$ cat src/rtl/core/cbf_pkg.sv
// Shared types and constants for the two-hash counting Bloom filter.
// No dependencies; imported by every module of the block but cbf_ram.
`default_nettype none
package cbf_pkg;

	// Opcodes carried on the last byte of a key
	typedef enum logic [1:0] {
		OP_ADD    = 2'd0,
		OP_QUERY  = 2'd1,
		OP_DELETE = 2'd2,
		OP_SPARE  = 2'd3
	} op_t;

	// Configuration register indexes
	localparam int CFG_IDX_W = 1;
	localparam logic [CFG_IDX_W-1:0] CFG_FILTER_SIZE = 1'd0;
	localparam logic [CFG_IDX_W-1:0] CFG_HASH_COUNT  = 1'd1;
	localparam int CFG_DATA_W = 11;

	// Hash constants
	localparam logic [31:0] FNV_START = 32'd21661362;
	localparam logic [31:0] FNV_MUL   = 32'd16777619;
	localparam logic [31:0] MUR_C1    = 32'hcc9e2d51;
	localparam logic [31:0] MUR_C2    = 32'h1b873593;
	localparam logic [31:0] MUR_ADD   = 32'he6546b64;
	localparam logic [31:0] MUR_F1    = 32'h85ebca6b;
	localparam logic [31:0] MUR_F2    = 32'hc2b2ae35;

	// Finished key handed from the hash front to the filter back
	typedef struct packed {
		logic [31:0] fnv;
		logic [31:0] mur;
		op_t         op;
	} key_job_t;

	typedef enum logic [2:0] {
		F_IDLE,
		F_MUL,
		F_MIX,
		F_FIN1,
		F_FIN2,
		F_PUSH
	} front_state_t;

	typedef enum logic [3:0] {
		B_CLEAR,
		B_IDLE,
		B_MOD,
		B_INIT,
		B_SET,
		B_QRD,
		B_QCHK,
		B_CRD,
		B_CWR,
		B_CLR0,
		B_CLR1,
		B_OUT
	} back_state_t;

endpackage
`default_nettype wire

$ cat src/rtl/core/cbf_front.sv
// Hash front: folds key bytes into the FNV-like and Murmur-like hashes and
// finalises them on the last byte. Depends on cbf_pkg.
`default_nettype none
module cbf_front (
	input  wire                clk,
	input  wire                arst_n,
	input  wire                hold,
	input  wire                in_valid,
	output logic               in_ready,
	input  wire [1:0]          opcode,
	input  wire [7:0]          key_byte,
	input  wire                last_byte,
	output logic               job_valid,
	input  wire                job_ready,
	output cbf_pkg::key_job_t  job
);
	import cbf_pkg::*;

	front_state_t state_q, state_d;
	logic [31:0] fnv_q, mur_q, k_q;
	logic        last_q;
	logic [1:0]  op_q;
	logic [31:0] x, hx, hr, ft;

	assign x  = {{24{key_byte[7]}}, key_byte};
	assign hx = mur_q ^ k_q;
	assign hr = (hx << 13) | (hx >> 13);
	assign ft = mur_q ^ (mur_q >> 13);

	assign job.fnv = fnv_q;
	assign job.mur = mur_q ^ (mur_q >> 16);
	assign job.op  = op_t'(op_q);

	// State register
	always_ff @(posedge clk or negedge arst_n) begin
		if (!arst_n) begin
			state_q <= F_IDLE;
		end else begin
			state_q <= state_d;
		end
	end

	// Next state and handshake
	always_comb begin
		state_d   = state_q;
		in_ready  = 1'b0;
		job_valid = 1'b0;
		case (state_q)
			F_IDLE: begin
				in_ready = !hold;
				if (in_valid && !hold) state_d = F_MUL;
			end
			F_MUL:  state_d = F_MIX;
			F_MIX:  state_d = last_q ? F_FIN1 : F_IDLE;
			F_FIN1: state_d = F_FIN2;
			F_FIN2: state_d = F_PUSH;
			F_PUSH: begin
				job_valid = 1'b1;
				if (job_ready) state_d = F_IDLE;
			end
			default: state_d = F_IDLE;
		endcase
	end

	// Running hashes, one multiply per step
	always_ff @(posedge clk or negedge arst_n) begin
		if (!arst_n) begin
			fnv_q <= FNV_START;
			mur_q <= '0;
		end else begin
			case (state_q)
				F_IDLE: if (in_valid && !hold) fnv_q <= (fnv_q ^ x) * FNV_MUL;
				F_MIX:  mur_q <= (hr << 2) + hr + MUR_ADD;
				F_FIN1: mur_q <= mur_q * MUR_F1;
				F_FIN2: mur_q <= ft * MUR_F2;
				F_PUSH: if (job_ready) begin
					fnv_q <= FNV_START;
					mur_q <= '0;
				end
				default: ;
			endcase
		end
	end

	// Per-byte scratch
	always_ff @(posedge clk) begin
		case (state_q)
			F_IDLE: if (in_valid && !hold) begin
				k_q    <= x * MUR_C1;
				op_q   <= opcode;
				last_q <= last_byte;
			end
			F_MUL: k_q <= {k_q[16:0], k_q[31:17]} * MUR_C2;
			default: ;
		endcase
	end
endmodule
`default_nettype wire

$ cat config.mk
export PLATFORM = sky130hd
export DESIGN_NAME = cbf_front
export DESIGN_NICKNAME = d
export VERILOG_FILES = /design/src/rtl/core/cbf_pkg.sv /design/src/rtl/core/cbf_front.sv
export SDC_FILE = /design/constraint.sdc
export NUM_CORES = 2
export LEC_CHECK = 0
export BUFFER_PORTS_ARGS = -buffer_cell sky130_fd_sc_hd__buf_4
export CORE_ASPECT_RATIO = 1.25
export CORE_UTILIZATION = 70
export DETAILED_ROUTE_END_ITERATION = 7
export PLACE_DENSITY = 0.88
export SLEW_MARGIN = 20
export SYNTH_ARGS = -nofsm -noshare
export SYNTH_HDL_FRONTEND = slang
export SYNTH_SLANG_ARGS = --single-unit
$ cat constraint.sdc
create_clock -name clk -period 18.68 [get_ports clk]
set_input_delay 2.802 -clock clk [delete_from_list [all_inputs] [get_ports clk]]
set_output_delay 2.802 -clock clk [all_outputs]
set_load 0.03 [all_outputs]
Yosys cells after proc, flatten, opt, wreduce, memory -nomap -nowiden
Index checks and enable logic that the tools add are counted.
{"block": "totals", "ff_bits": 102, "input_bits": 16, "word_cells": 49, "out_inout_bits": 68}
{"block": "op_classes", "muxes": 13, "mul": 5, "eq_ne": 7, "n_addsub": 2, "n_reduce_logical": 11, "n_bitwise": 5}
{"cell": "32-bit 2-to-1 mux", "count": 4}
{"cell": "32-bit case mux with 2 select lines", "count": 2}
{"cell": "32-bit case mux with 4 select lines", "count": 1}
{"cell": "32-bit bitwise XOR", "count": 2}
{"cell": "32-bit adder", "count": 1}
{"cell": "32-bit adder, second input constant", "count": 1}
{"cell": "32-bit by 25-bit multiplier with 32-bit output, second input constant", "count": 1}
{"cell": "32-bit by 29-bit multiplier with 32-bit output, second input constant", "count": 1}
{"cell": "32-bit by 31-bit multiplier with 32-bit output, second input constant", "count": 1}
{"cell": "32-bit by 32-bit multiplier with 32-bit output, second input constant", "count": 1}
{"cell": "8-bit by 31-bit multiplier with 32-bit output, second input constant", "count": 1}
{"cell": "32-bit by 19-bit bitwise OR with 32-bit output", "count": 1}
{"cell": "32-bit by 16-bit bitwise XOR with 32-bit output", "count": 1}
{"cell": "32-bit by 19-bit bitwise XOR with 32-bit output", "count": 1}
{"cell": "3-bit case mux with 6 select lines", "count": 1}
{"cell": "2-bit AND reduction", "count": 4}
{"cell": "3-bit by 2-bit equality test with 1-bit output, second input constant", "count": 2}
{"cell": "3-bit equality test, second input constant", "count": 2}
{"cell": "3-bit 2-to-1 mux", "count": 2}
{"cell": "2-bit inequality test, second input constant", "count": 2}
{"cell": "2-bit nonzero test", "count": 2}
{"cell": "4-bit nonzero test", "count": 1}
{"cell": "3-bit by 1-bit equality test with 1-bit output, second input constant", "count": 1}
{"cell": "3-bit logical NOT", "count": 1}
{"cell": "other kinds (5)", "count": 6}

Longest topological paths before layout
{"block": "depth", "word_depth": 5, "depth_mapped": 28, "ltp_nobuf": 27}

Worst setup path before layout
No wires, ideal clock.
{"block": "synth_timing", "path_type": "input-to-reg", "start": "in key_byte[7]", "end": "reg fnv_q[31]", "cell_stages": 24, "setup_ns": 0.132, "arrival_ns": 8.286, "path_buffers": 2, "setup_slack_ns": 10.263, "t_required_ns": 18.548, "path_cell_list": "clkbuf_1 -> buf_1 -> xor2_1 -> ha_1 -> ha_1 -> inv_1 -> fa_1 -> inv_1 -> ha_1 -> inv_1 -> fa_1 -> inv_1 -> ha_1 -> fa_1 -> ha_1 -> a2111oi_0 -> nand2_1 -> a21oi_1 -> a211oi_1 -> a2111oi_2 -> o21ai_1 -> a31oi_1 -> xnor2_1 -> o21ai_1"}
{"block": "synth_between", "elab_chain_len": 4}
{"element": "from (decl)", "line": "cbf_front.sv:11", "source": "input wire [7:0] key_byte,"}
{"element": "32-bit bitwise XOR", "line": "cbf_front.sv:72", "source": "F_IDLE: if (in_valid && !hold) fnv_q <= (fnv_q ^ x) * FNV_MUL;"}
{"element": "32-bit by 25-bit multiplier with 32-bit output", "line": "cbf_front.sv:72"}
{"element": "32-bit 2-to-1 mux", "line": "cbf_front.sv:72"}
{"element": "32-bit case mux with 2 select lines", "line": "cbf_front.sv:71", "source": "case (state_q)"}
{"element": "to (signal assigned)", "line": "cbf_front.sv:72"}
{"element": "to (decl)", "line": "cbf_front.sv:20", "source": "logic [31:0] fnv_q, mur_q, k_q;"}
Every way passes these cells. The select of a mux whose other input is x is not followed.
A chain may end at the register's enable or synchronous reset.

Final worst setup path
Same ends and word-level chain as after synthesis.

==> flow_summary.json <==
{
  "skew_ns": 0.0166,
  "finalCriticalPeriod_ns": 8.58,
  "clockBufferDepth": 2,
  "dp_hpwl_microns": 97300,
  "yosys.area_share.simple": 0.0460,
  "final_common_cell": "inv_1",
  "h-tree-depth": 3,
  "cp.required_ns": 18.95,
  "syn2layout_area_growth_pct": 4.37,
  "synth_top_family_by_area": "adder cells",
  "clk_pin_slew_ns": 0.09,
  "grt_pass1_wl_microns": 178000,
  "rows": 99,
  "synth-main-ff-cell": "dfrtp_1",
  "ant_nets": 0,
  "vias_per_cell": 5.85,
  "fin_setup_tns_ns": 0,
  "first_global_vias": 33200,
  "io_pins": 84,
  "cts_setup_buffers": 0,
  "final_cell_mix": "inv_1, ha_1, fa_1",
  "synth_top_area_share": 0.335,
  "maxSlewHeadroom": 0.284,
  "setup_viol": 0,
  "synth_nets": 5918,
  "syn_area_sq_um": 41300,
  "yosys.area_share.adder": 0.593,
  "synth_edf_count": 35,
  "ctsResizeCount": 0,
  "cp-start-kind": "primary input",
  "cts-buffers-inserted": 9,
  "rsz0062_at_grt": "false",
  "clock_sinks": 102,
  "synth.largest_area_cell": "fa_1",
  "synthTopCellsByArea": "fa_1, ha_1, inv_1, xnor2_1, dfrtp_1",
  "crit_type": "in2reg",
  "coreArea_sq_um": 58300,
  "hold_viol": 0,
  "die_h_microns": 274,
  "yosys_warnings": 0,
  "synth_compound_area_frac": 0.0872,
  "overflow": 0,
  "vias": 30300,
  "routed_wl_microns": 113000,
  "crit_fanout": 30,
  "synthCells": 4359,
  "cp-end-kind": "register",
  "synth_mux_area_frac": 0.00145,
  "cts.hold.buffers_added": 0,
  "tightestPinTransition_ns": 1.07,
  "cts_root_buf": "clkbuf_16",
  "clk_latency_ns": 0.39,
  "layout.nets": 5968,
  "wl_per_cell_microns": 21.8,
  "max_freq_mhz": 117,
  "gp_congestion": 1.02,
  "antenna_found_initial": 1,
  "dr.pass1.iters": 5,
  "syn_area_per_cell_sq_um": 9.48,
  "min_path_type": "reg2reg",
  "fin_crit_sh": 0.459,
  "drt_first_iter_violations": 1900,
  "ys_async_sr_fraction": 0.657,
  "die_area_sq_um": 60000,
  "synth_xor_area_frac": 0.0776,
  "critical_path_arrival_ns": 8.84,
  "cts_tree": "built",
  "start_util": 0.708,
  "grt_max_degree": 62,
  "yosysUniqueCellTypes": 84,
  "seq_area_frac_synth": 0.0664,
  "ys_ff_latch": 102,
  "die_w_microns": 219,
  "slew_viol_final": 0,
  "outcome": "finished, final reports clean",
  "drcViolationCount": 0,
  "numPortBuffers": 83,
  "grtUsageTotal": 0.396,
  "max-cap-violations": 0,
  "layout-drive-gt1-share": 0.0383
}
==> sequential cells by signal, summed over array words and instances, names as in the netlist <==
signal,flops
mur_q,32
state_q,3
k_q,32
fnv_q,32
last_q,1
op_q,2
==> per-stage QoR <==
step           cells   util  setup WS, ns  hold slack (ns)  instance area (sq um)
3_5_place_dp    5155  0.733          9.73            0.511                  42800
2_1_floorplan   4359      -         10.26            0.568                  41300
5_1_grt         5172  0.739          9.69            0.539                  43100
3_3_place_gp    5155  0.733          9.90            0.509                  42800
6_report        5172  0.739         10.10            0.531                  43100
4_1_cts         5171  0.739         10.16            0.526                  43100
==> worst max-delay path: stages <==
cell and delay [ns]:
buf_4 0.41, xor2_1 0.47, ha_1 0.33, ha_1 0.29, inv_1 0.07, fa_1 0.40
inv_1 0.07, ha_1 0.13, inv_1 0.04, fa_1 0.48, inv_1 0.04, ha_1 0.28
fa_1 0.45, ha_1 0.34, a2111oi_0 0.60, nand2_1 0.11, a21oi_1 0.16, a211oi_1 0.07
buf_4 0.17, a2111oi_2 0.49, o21ai_1 0.14, a31oi_1 0.22, xnor2_1 0.15, o21ai_1 0.08
==> Yosys cell counts (7+ instances only) <==
library cell	n
ha_1	851
and3_1	15
a31oi_1	25
a22oi_1	11
or3_1	13
o21bai_1	20
edfxtp_1	35
o211ai_1	11
inv_1	1316
dfstp_2	11
o31ai_1	7
xnor2_1	218
and4_1	7
buf_4	16
nor3_1	20
xor2_1	148
o21ai_0	78
and2_1	10
o21ai_1	40
nor2b_1	22
clkbuf_1	49
nand3_1	15
o22ai_1	9
nand2_1	126
a21oi_1	142
nor2_1	117
fa_1	692
o21a_1	22
a21o_1	77
nand2b_1	22
nand4_1	8
dfrtp_1	56
a211oi_1	23
==> layer usage <==
layer / GRT usage / part of all wire / wire length (microns) / vias up
met5: 0 / 0 / 0 / -
met4: 0.303 / 0.093 / 10500 / 0
met3: 0.0594 / 0.065 / 7350 / 561
met2: 0.673 / 0.49 / 55000 / 1280
met1: 0.447 / 0.35 / 39900 / 14800
li1: - / - / - / 13600
==> layout make-up <==
| type | instances | area (sq um) |
|---|---|---|
| fillers | 4080 | 15200 |
| inverters | 1318 | 4950 |
| repair buffers | 113 | 848 |
| clock buffers | 9 | 225 |
| clock inverters | 7 | 109 |
| multi-input cells | 2865 | 33300 |
| diodes | 1 | 2.50 |
| well taps | 757 | 947 |
| flip-flops and latches | 102 | 2740 |
==> logic make-up (layout without fill, tap and decap cells) <==
| group | after synthesis | after routing |
|---|---|---|
| DFF | 102 | 102 |
| adders and majority gates | 1543 | 1543 |
| buffers and inverters | 1392 | 1447 |
| AOI/OAI and AO/OA | 548 | 548 |
| other | 0 | 1 |
| xor gates and xnor gates | 366 | 366 |
| and+or+nand+nor | 402 | 402 |
| muxes | 6 | 6 |
==> path summary, 6_finish.rpt <==
check	cells past startpoint	startpoint	slack (ns)	to
worst min register to register	2	fnv_q[5]	0.53	fnv_q[5]
worst max-delay path	24	key_byte[7]	10.10	fnv_q[31]
min in group asynchronous	1	arst_n	2.20	fnv_q[0]
worst min-delay path	2	fnv_q[5]	0.53	fnv_q[5]
max in group asynchronous	2	arst_n	15.39	mur_q[14]
worst max register to register	25	mur_q[7]	10.30	mur_q[30]
Power is left out: the tool's default activity adds up to more than one toggle a clock period on the data nets, which glitch-free logic cannot reach.
