### config.mk
export PLATFORM = sky130hd
export DESIGN_NAME = cbf_queue
export DESIGN_NICKNAME = d
export VERILOG_FILES = /design/src/rtl/core/cbf_pkg.sv /design/src/rtl/core/cbf_queue.sv
export SDC_FILE = /design/constraint.sdc
export NUM_CORES = 1
export LEC_CHECK = 0
export ABC_CLOCK_PERIOD_IN_PS = 4100
export BUFFER_PORTS_ARGS = -buffer_cell sky130_fd_sc_hd__buf_4
export CORE_UTILIZATION = 40
export DETAILED_ROUTE_END_ITERATION = 10
export HOLD_SLACK_MARGIN = 0.05
export MAX_ROUTING_LAYER = met4
export PLACE_DENSITY = 0.77
export SLEW_MARGIN = 20
export SYNTH_ARGS = -nofsm -noshare
export SYNTH_HDL_FRONTEND = slang
export SYNTH_SLANG_ARGS = --single-unit
### constraint.sdc
create_clock -name clk -period 4.1 [get_ports clk]
set_input_delay 0.205 -clock clk [delete_from_list [all_inputs] [get_ports clk]]
set_output_delay 0.205 -clock clk [all_outputs]
set_load 0.02 [all_outputs]
### src/rtl/core/cbf_pkg.sv
// Shared types and constants for the two-hash counting Bloom filter.
// No dependencies; imported by every module of the block but cbf_ram.
`default_nettype none
package cbf_pkg;

	// Opcodes carried on the last byte of a key
	typedef enum logic [1:0] {
		OP_ADD    = 2'd0,
		OP_QUERY  = 2'd1,
		OP_DELETE = 2'd2,
		OP_SPARE  = 2'd3
	} op_t;

	// Configuration register indexes
	localparam int CFG_IDX_W = 1;
	localparam logic [CFG_IDX_W-1:0] CFG_FILTER_SIZE = 1'd0;
	localparam logic [CFG_IDX_W-1:0] CFG_HASH_COUNT  = 1'd1;
	localparam int CFG_DATA_W = 11;

	// Hash constants
	localparam logic [31:0] FNV_START = 32'd21661362;
	localparam logic [31:0] FNV_MUL   = 32'd16777619;
	localparam logic [31:0] MUR_C1    = 32'hcc9e2d51;
	localparam logic [31:0] MUR_C2    = 32'h1b873593;
	localparam logic [31:0] MUR_ADD   = 32'he6546b64;
	localparam logic [31:0] MUR_F1    = 32'h85ebca6b;
	localparam logic [31:0] MUR_F2    = 32'hc2b2ae35;

	// Finished key handed from the hash front to the filter back
	typedef struct packed {
		logic [31:0] fnv;
		logic [31:0] mur;
		op_t         op;
	} key_job_t;

	typedef enum logic [2:0] {
		F_IDLE,
		F_MUL,
		F_MIX,
		F_FIN1,
		F_FIN2,
		F_PUSH
	} front_state_t;

	typedef enum logic [3:0] {
		B_CLEAR,
		B_IDLE,
		B_MOD,
		B_INIT,
		B_SET,
		B_QRD,
		B_QCHK,
		B_CRD,
		B_CWR,
		B_CLR0,
		B_CLR1,
		B_OUT
	} back_state_t;

endpackage
`default_nettype wire

### src/rtl/core/cbf_queue.sv
// Two-entry queue of finished keys between the hash front and the back.
// Depends on cbf_pkg.
`default_nettype none
module cbf_queue (
	input  wire                clk,
	input  wire                arst_n,
	input  wire                push_valid,
	output logic               push_ready,
	input  cbf_pkg::key_job_t  push_job,
	output logic               pop_valid,
	input  wire                pop_ready,
	output cbf_pkg::key_job_t  pop_job
);
	import cbf_pkg::*;

	key_job_t   slot_q [2];
	logic       wptr_q, rptr_q;
	logic [1:0] count_q;
	logic       do_push, do_pop;

	assign push_ready = (count_q != 2'd2);
	assign pop_valid  = (count_q != 2'd0);
	assign pop_job    = slot_q[rptr_q];
	assign do_push    = push_valid && push_ready;
	assign do_pop     = pop_valid && pop_ready;

	// Pointers and fill level
	always_ff @(posedge clk or negedge arst_n) begin
		if (!arst_n) begin
			wptr_q  <= 1'b0;
			rptr_q  <= 1'b0;
			count_q <= 2'd0;
		end else begin
			if (do_push) wptr_q <= !wptr_q;
			if (do_pop)  rptr_q <= !rptr_q;
			count_q <= count_q + {1'b0, do_push} - {1'b0, do_pop};
		end
	end

	always_ff @(posedge clk) begin
		if (do_push) slot_q[wptr_q] <= push_job;
	end
endmodule
`default_nettype wire

**Word-level counts from Yosys, hierarchy flattened**

Memory sizes are Yosys's and may differ from the RTL's.
Index checks and enable logic that the tools add are counted.

- Output and inout port bits: 68
- Word-level logic and storage cells: 14
- Memories kept: 1
- Input port bits: 70
- ROM bits: 0
- Register bits: 4
- Bits in writable memories: 132
- Bits in latches: 0

Memory list:

| name | depth | width | read ports | clocked after memory_dff | write ports | RTL line | text |
|---|---|---|---|---|---|---|---|
| slot_q | 2 | 66 | 1 | 0 | 1 | cbf_queue.sv:16 | `key_job_t slot_q [2];` |

- Equal/unequal tests: 1
- Add/sub/neg operators: 2
- $lt $le $gt $ge: 0
- Divide/modulo/power cells: 0
- Multiplexer cells: 2
- Shift-type cells: 0
- Multiply operators: 0
- Bitwise logic cells: 0
- Reductions and logical operators: 5

Operators with widths:

| kind | count |
|---|---|
| $add 2x1->2 | 1 |
| $logic_and 1x1->1 | 2 |
| $logic_not 1->1 | 2 |
| $mux 1 | 2 |
| $ne 2x2->1 const B | 1 |
| $reduce_bool 2->1 | 1 |
| $sub 2x1->2 | 1 |

**Logic depth before layout (Yosys ltp)**

Gate-level depths: netlist (run 1).

- Depth in word-level cells: 4
- Gate-level depth with buffers: 5
- Gate-level depth less buffers: 5

**Least setup slack after synthesis (run 1)**

Ideal clock, no wire load.

- Path kind: register to register
- Start: register count_q[0]
- End: memory slot_q[0][0] (netlist bit) (enable)
- Stages on the path, launching flop included: 4
- Setup slack: 0.062 ns
- Arrival: 3.547 ns
- Library setup time: 0.490 ns
- Cell sequence: dfrtp_1 > nand2b_1 > nand2_1 > nor2_1

- Word-level cells in the longest chain between the ends: 4

Ends and longest elaborated chain:

| item | RTL line | text |
|---|---|---|
| start, declared | cbf_queue.sv:18 | `logic [1:0] count_q;` |
| start signal, assigned | cbf_queue.sv:36 | `count_q <= count_q + {1'b0, do_push} - {1'b0, do_pop};` |
| $ne 2x2->1 | cbf_queue.sv:21 | `assign push_ready = (count_q != 2'd2);` |
| via push_ready | cbf_queue.sv:8 | `output logic push_ready,` |
| $logic_and 1x1->1 | cbf_queue.sv:24 | `assign do_push = push_valid && push_ready;` |
| $mux 1 | cbf_queue.sv:41 | `if (do_push) slot_q[wptr_q] <= push_job;` |
| $mux 1 (not written as such) | cbf_queue.sv:41 |  |
| end, declared | cbf_queue.sv:16 |  |

The timed path passes the listed nets, and every way through them passes these cells.

==> results.md, run 1 <==
* Status: finished clean
* Worst hold path type: in2reg
* Max Fclk at 381.0 MHz
* I/O pins at 138
* Most frequent cells in the layout: 138 x buf_4, 132 x edfxtp_1, 67 x dlygate4sd3_1
* Initial DRT Pass Iterations at 4
* Initial Util at 0.4134
* Net count after synthesis at 298
* Placed Area at 6208 µm²
* Worst Setup Path Type: reg2out
* CTS buffer count at 17
* Mapped Cells at 227
* Sink Count at 136
* Mapped Avg Cell Area at 21.96 µm²
* Vias per cell at 4.551
* Gr usage total at 0.1647
* Die ar. at 12920 µm²
* Row Count at 40
* Final hold vios at 0
* Largest family of logic cells by synthesized area: multiplexers
* RSZ-0062 raised after global routing: no
* Clk Latency, worst-skew pair at 0.40 ns
* IO Port Bufs at 137
* Cell Area, Synth at 4986 µm²
* Die H at 113.6 µm
* Worst-Margin Slew at 0.9347 ns
* YS warnings at 0
* Largest net degree at the start of global routing at 67
* Crit-path slowest cell: dfrtp_2
* TNS Setup at 0 ns
* LEAKAGE at 0.002807 µW
* Simple-gate share of the synthesized area at 0.01205
* CP most frequent cell: buf_4
* CTS tree: done
* Library cells used by synthesis at 19
* Max-cap violations at 0
* Total wire length at 9801 µm
* VDD IR-drop max at 0.3842 mV
* Fill cells at 843
* Final Skew at 0.006696 ns
* Design area at 7465 µm²
* Antenna violations before repair at 0
* Detailed Place HPWL at 5515 µm
* Fin nets at 516
* Final ANT Viol Nets at 0
* First DRT Iteration DRCs at 112
* Register area share after synthesis at 0.8151
* Mux share of post-synthesis cell area at 0.1491
* H-tree levels at 4
* Crit Path Max Fanout at 38
* DR WL/cell at 15.66 µm
* Worst EP arrival at 2.42 ns
* Crit path required time at 3.89 ns
* Top delay family on crit path: flip-flops
* DRC viols at 0
* Compound-Gate Fraction of Synth Area at 0.004768
* Routability cong. at 0.6561
* Via count of the first global-routing pass at 3151
* Core area at 12060 µm²
* P per Cell Area at 704.0 nW/µm²
* Setup crit end kind: output pin
* Delay of the slowest critical-path stage at 0.94 ns
* First-pass GRT wire length at 15200 µm
* CP Cell Sequence: buf_4 -> mux2_2 -> buf_4
* Tmin final at 2.625 ns
* Synth Area in Adders at 0.002509
* Synth Area in XOR/XNOR at 0.005270
* Tcrit/Tclk final at 0.6402
* Die width at 113.6 µm
* Clock Root Buffer: clkbuf_16
* Crit path buffers/inverters at 2
* # setup viols final at 0
* Clk buf depth at 2
* #FFs+latches synth at 136
* Vias post-DR at 2849
* Crit start category: flip-flop
* Most common cell after layout, fill and taps aside: buf_4
* Clock Pin Slew Worst Setup and Hold Paths at 0.05 ns
* Area growth, synth to finish at 49.71%
* Share of post-route cells with drive strength above 1 at 0.5240
* Worst slew margin at 0.3769
* # diodes at 0
* Max Slew Vio Count at 0
* GRT overflow at 0
-- metrics by stage --
| stage | std cells | power [µW] | hold slack, ns | utilization | setup slack (ns) |
|---|---|---|---|---|---|
| after detailed placement | 527 | 3757 | 0.008147 | 0.5147 | 1.850 |
| after global routing | 626 | 5489 | 0.1030 | 0.6189 | 1.310 |
| after global placement | 527 | 3717 | 0.007572 | 0.5147 | 1.878 |
| final | 626 | 5255 | 0.09582 | 0.6189 | 1.475 |
| after CTS | 626 | 5308 | 0.08183 | 0.6189 | 1.399 |
| after floorplan | 227 | 3100 | -0.09059 | - | 0.06224 |
-- tightest hold or removal path, stage by stage --
cell and delay, ns:
buf_4 0.13, nand2_1 0.07, xnor2_1 0.06
-- power by group --
group / internal, µW / switching, µW / total [µW]
logic: 815 / 893 / 1710
clock network: 944 / 541 / 1490
registers: 1910 / 157 / 2060
-- timing repair --
action / 4_1_cts / 5_1_grt
setup endpoints to repair: 0 / 0
hold buffers: 67 / 0
buffers inserted: 0 / 0
gates resized for setup: 0 / 0
endpoints found under the hold margin: 136 / 0
-- flip-flops by register name (all words and copies together), names as in the netlist --
signal   cells
count_q      2
slot_q     132
wptr_q       1
rptr_q       1
-- area by class of cell --
type	count	area, µm²	area share
Clock buffer	17	425.4	0.05699
Timing Repair Buffer	206	1727	0.2313
Multi-Input combinational cell	84	877.1	0.1175
Sequential cell	136	4065	0.5446
Clock inverter	15	160.2	0.02145
Tap cell	168	210.2	0.02816
-- cell usage after synthesis (all sizes together) --
master	count	area [µm²]
xnor2	3	26.28
and3	1	7.510
a311oi	1	8.760
nand2	2	7.510
nor4bb	1	10.01
nor2b	1	6.260
buf	7	56.30
nand3	1	5.000
mux2	66	743.2
o21ba	1	10.01
ha	1	12.51
o21ai	1	5.000
or2	1	6.260
nand2b	1	6.260
edfxtp	132	3964
dfrtp	4	100.1
nor2	3	11.26
-- cells by family (layout without fill, tap and decap cells) --
group           after synthesis  in the layout
compound gates                3              3
xor+xnor                      3              3
fa+ha+maj                     1              1
buf+inv                       7            238
flops                       136            136
mux                          66             66
simple gates                 11             11
-- worst paths after layout --
kind	start	endpoint	slack (ns)	depth (start not counted)
worst min-delay path	pop_ready	rptr_q	0.1	3
worst min register to register	wptr_q	wptr_q	0.57	1
worst max-delay path	rptr_q	pop_job[0]	1.48	3
worst max register to register	count_q[0]	slot_q[0][19]	2.00	4
max in group asynchronous	arst_n	rptr_q	3.86	2
min in group asynchronous	arst_n	count_q[0]	0.13	2
-- layer usage --
metal / track usage / part of all wire / up-vias
met4: 0.07368 / 0.013 / 0
met2: 0.2874 / 0.54 / 96
met3: 0.03932 / 0.045 / 12
li1: - / - / 1341
met1: 0.1782 / 0.41 / 1400
met5: - / 0 / -
Note: power is estimated with default switching activity, not from simulation.
==> run 2: changes to the inputs <==
--- a/config.mk
+++ b/config.mk
@@ -5,13 +5,13 @@
 export SDC_FILE = /design/constraint.sdc
 export NUM_CORES = 1
 export LEC_CHECK = 0
-export ABC_CLOCK_PERIOD_IN_PS = 4100
+export ABC_CLOCK_PERIOD_IN_PS = 2480
 export BUFFER_PORTS_ARGS = -buffer_cell sky130_fd_sc_hd__buf_4
 export CORE_UTILIZATION = 40
 export DETAILED_ROUTE_END_ITERATION = 10
 export HOLD_SLACK_MARGIN = 0.05
 export MAX_ROUTING_LAYER = met4
-export PLACE_DENSITY = 0.77
+export PLACE_DENSITY = 0.75
 export SLEW_MARGIN = 20
 export SYNTH_ARGS = -nofsm -noshare
 export SYNTH_HDL_FRONTEND = slang
==> constraint.sdc (replaced) <==
create_clock -name clk -period 2.48 [get_ports clk]
set_input_delay 0.124 -clock clk [delete_from_list [all_inputs] [get_ports clk]]
set_output_delay 0.124 -clock clk [all_outputs]
set_load 0.02 [all_outputs]
==> run 2 against run 1 <==
Against the previous run:
- non-clock buffer count is 6 higher
- sequential power is 59% higher
- clock skew down 0.0011 ns
- highest routed layer unchanged
- critical path depth stayed put
- largest cell class unchanged
- first-iteration DRC count fell by 7.1%
- hold slack improved by 0.035 ns
- largest power group unchanged
- clock power is 38% higher
==> results.md, run 2 (synthesized netlist as in run 1, its figures left out) <==
* Die ar. at 12920 µm²
* Initial DRT Pass Iterations at 4
* Hold depth at 3
* Routability cong. at 0.6894
* Flop2flop setup slack at 0.76 ns
* Clk buf depth at 2
* Fin nets at 522
* Setup crit end kind: output pin
* Met3 Use GR at 0.05739
* Via count of the first global-routing pass at 3017
* P per Cell Area at 1121 nW/µm²
* M1 GR Usage at 0.1756
* RSZ-0062 raised after global routing: no
* Sink Count at 136
* Max Fclk at 538.9 MHz
* Share of post-route cells with drive strength above 1 at 0.5065
* Clk Latency, worst-skew pair at 0.40 ns
* Hold path endpoint: wptr_q
* IO Port Bufs at 137
* Crit start category: flip-flop
* Final ANT Viol Nets at 0
* First-pass GRT wire length at 14930 µm
* Cell Int Power at 5765 µW
* Met2 global-route usage at 0.2785
* Fin cells at 630
* Final Power at 8303 µW
* Combinational share of power at 0.358
* Max-cap violations at 0
* # setup viols final at 0
* DRC viols at 0
* Die width at 113.6 µm
* Crit Path Max Fanout at 35
* Crit Reg-Reg Startpoint: count_q[0]
* Worst EP arrival at 1.73 ns
* Register-to-Register Path Depth at 4
* Status: finished clean
* # diodes at 0
* LEAKAGE at 0.002795 µW
* CTS buffer count at 17
* Worst hold path type: in2reg
* Final Skew at 0.005559 ns
* Max Slew Vio Count at 0
* Switch Pwr at 2537 µW
* Post-CTS Resized at 0
* First DRT Iteration DRCs at 104
* DR WL/cell at 15.26 µm
* I/O pins at 138
* Clock Pin Slew Worst Setup and Hold Paths at 0.05 ns
* Row Count at 40
* PnR worst setup slack at 0.6245 ns
* Final hold vios at 0
* TNS Setup at 0 ns
* Largest net degree at the start of global routing at 47
* Most common cell after layout, fill and taps aside: buf_4
* Pre-CTS setup slack at 0.7320 ns
* Total wire length at 9613 µm
* Net Sw Frac at 0.3056
* Tcrit/Tclk final at 0.7482
* Worst Setup Path Type: reg2out
* GRT busiest layer: met2
* Initial Util at 0.4134
* Tmin final at 1.855 ns
* Post-placement cell count at 531
* Die H at 113.6 µm
* Worst flop-to-flop path endpoint: slot_q[0][13]
* Detailed Place HPWL at 5771 µm
* GRT overflow at 0
* H-tree levels at 4
* Area growth, synth to finish at 48.56%
* CTS tree: done
* Worst-Margin Slew at 0.6281 ns
* Flop pwr share at 0.395
* Regs by FF count: slot_q x132, count_q x2
* Largest register FFs at 132
* Clk network pwr share at 0.247
* Post-CTS setup buffers at 0
* Gr usage total at 0.1617
* Worst slew margin at 0.5813
* Hold Crit Start: push_valid
* Top reg by flops: slot_q
* Clock Root Buffer: clkbuf_16
* Vias post-DR at 2822
* Most frequent cells in the layout: 142 x buf_4, 132 x edfxtp_1, 69 x dlygate4sd3_1
* Crit path required time at 2.36 ns
* Antenna violations before repair at 0
* Vias per cell at 4.479
* VDD IR-drop max at 0.6318 mV
* Core area at 12060 µm²
[run 2: critical path, stage by stage, from the launching register on]
cell and delay [ns]:
dfrtp_2 0.35, buf_4 0.39, mux2_2 0.41, buf_4 0.16
[run 2: layout make-up]
class / instances / area [µm²]
tap: 168 / 210.2
fill: 870 / 4654
sequential: 136 / 4065
multi-input combinational: 84 / 877.1
clock inverter: 8 / 33.78
timing repair buffer: 212 / 1777
clock buffer: 22 / 444.2
[run 2: metrics by stage]
stage	utilization	cell area [µm²]	hold WS, ns
detailed placement	0.5172	6238	-0.07283
floorplan	-	4994	-0.1716
CTS	0.6141	7407	0.1115
finish	0.6141	7407	0.1313
global placement	0.5172	6238	-0.07704
global route	0.6141	7407	0.1403
[run 2: power by group through the flow]
stage          combinational, µW  sequential [µW]  clock, µW
3_5_place_dp                2910             3320          0
5_1_grt                     3160             3330       2190
2_1_floorplan               1820             3290          0
4_1_cts                     3020             3280       2100
6_report                    2970             3280       2050
3_3_place_gp                2900             3290          0
[run 2: how the worst max path moves through the flow]
stage / start / to / slack (ns) / cells after the start
after detailed placement: count_q[0] / slot_q[0][53] / 0.73 / 4
after global routing: rptr_q / pop_job[33] / 0.53 / 3
after floorplan: count_q[0] / slot_q[0][0] / 0.26 / 3
final: rptr_q / pop_job[33] / 0.62 / 3
after global placement: count_q[0] / slot_q[0][13] / 0.78 / 4
after CTS: rptr_q / pop_job[47] / 0.58 / 3
[run 2: metal layers]
layer	part of all wire	vias to the layer above
met1	0.41	1373
met4	0.014	0
met3	0.056	12
li1	-	1348
met5	0	-
met2	0.52	89
[run 2: timing repair]
item / in CTS / in global routing
endpoints found under the setup margin: 0 / 0
hold endpoints to repair: 137 / 0
hold buffers: 69 / 0
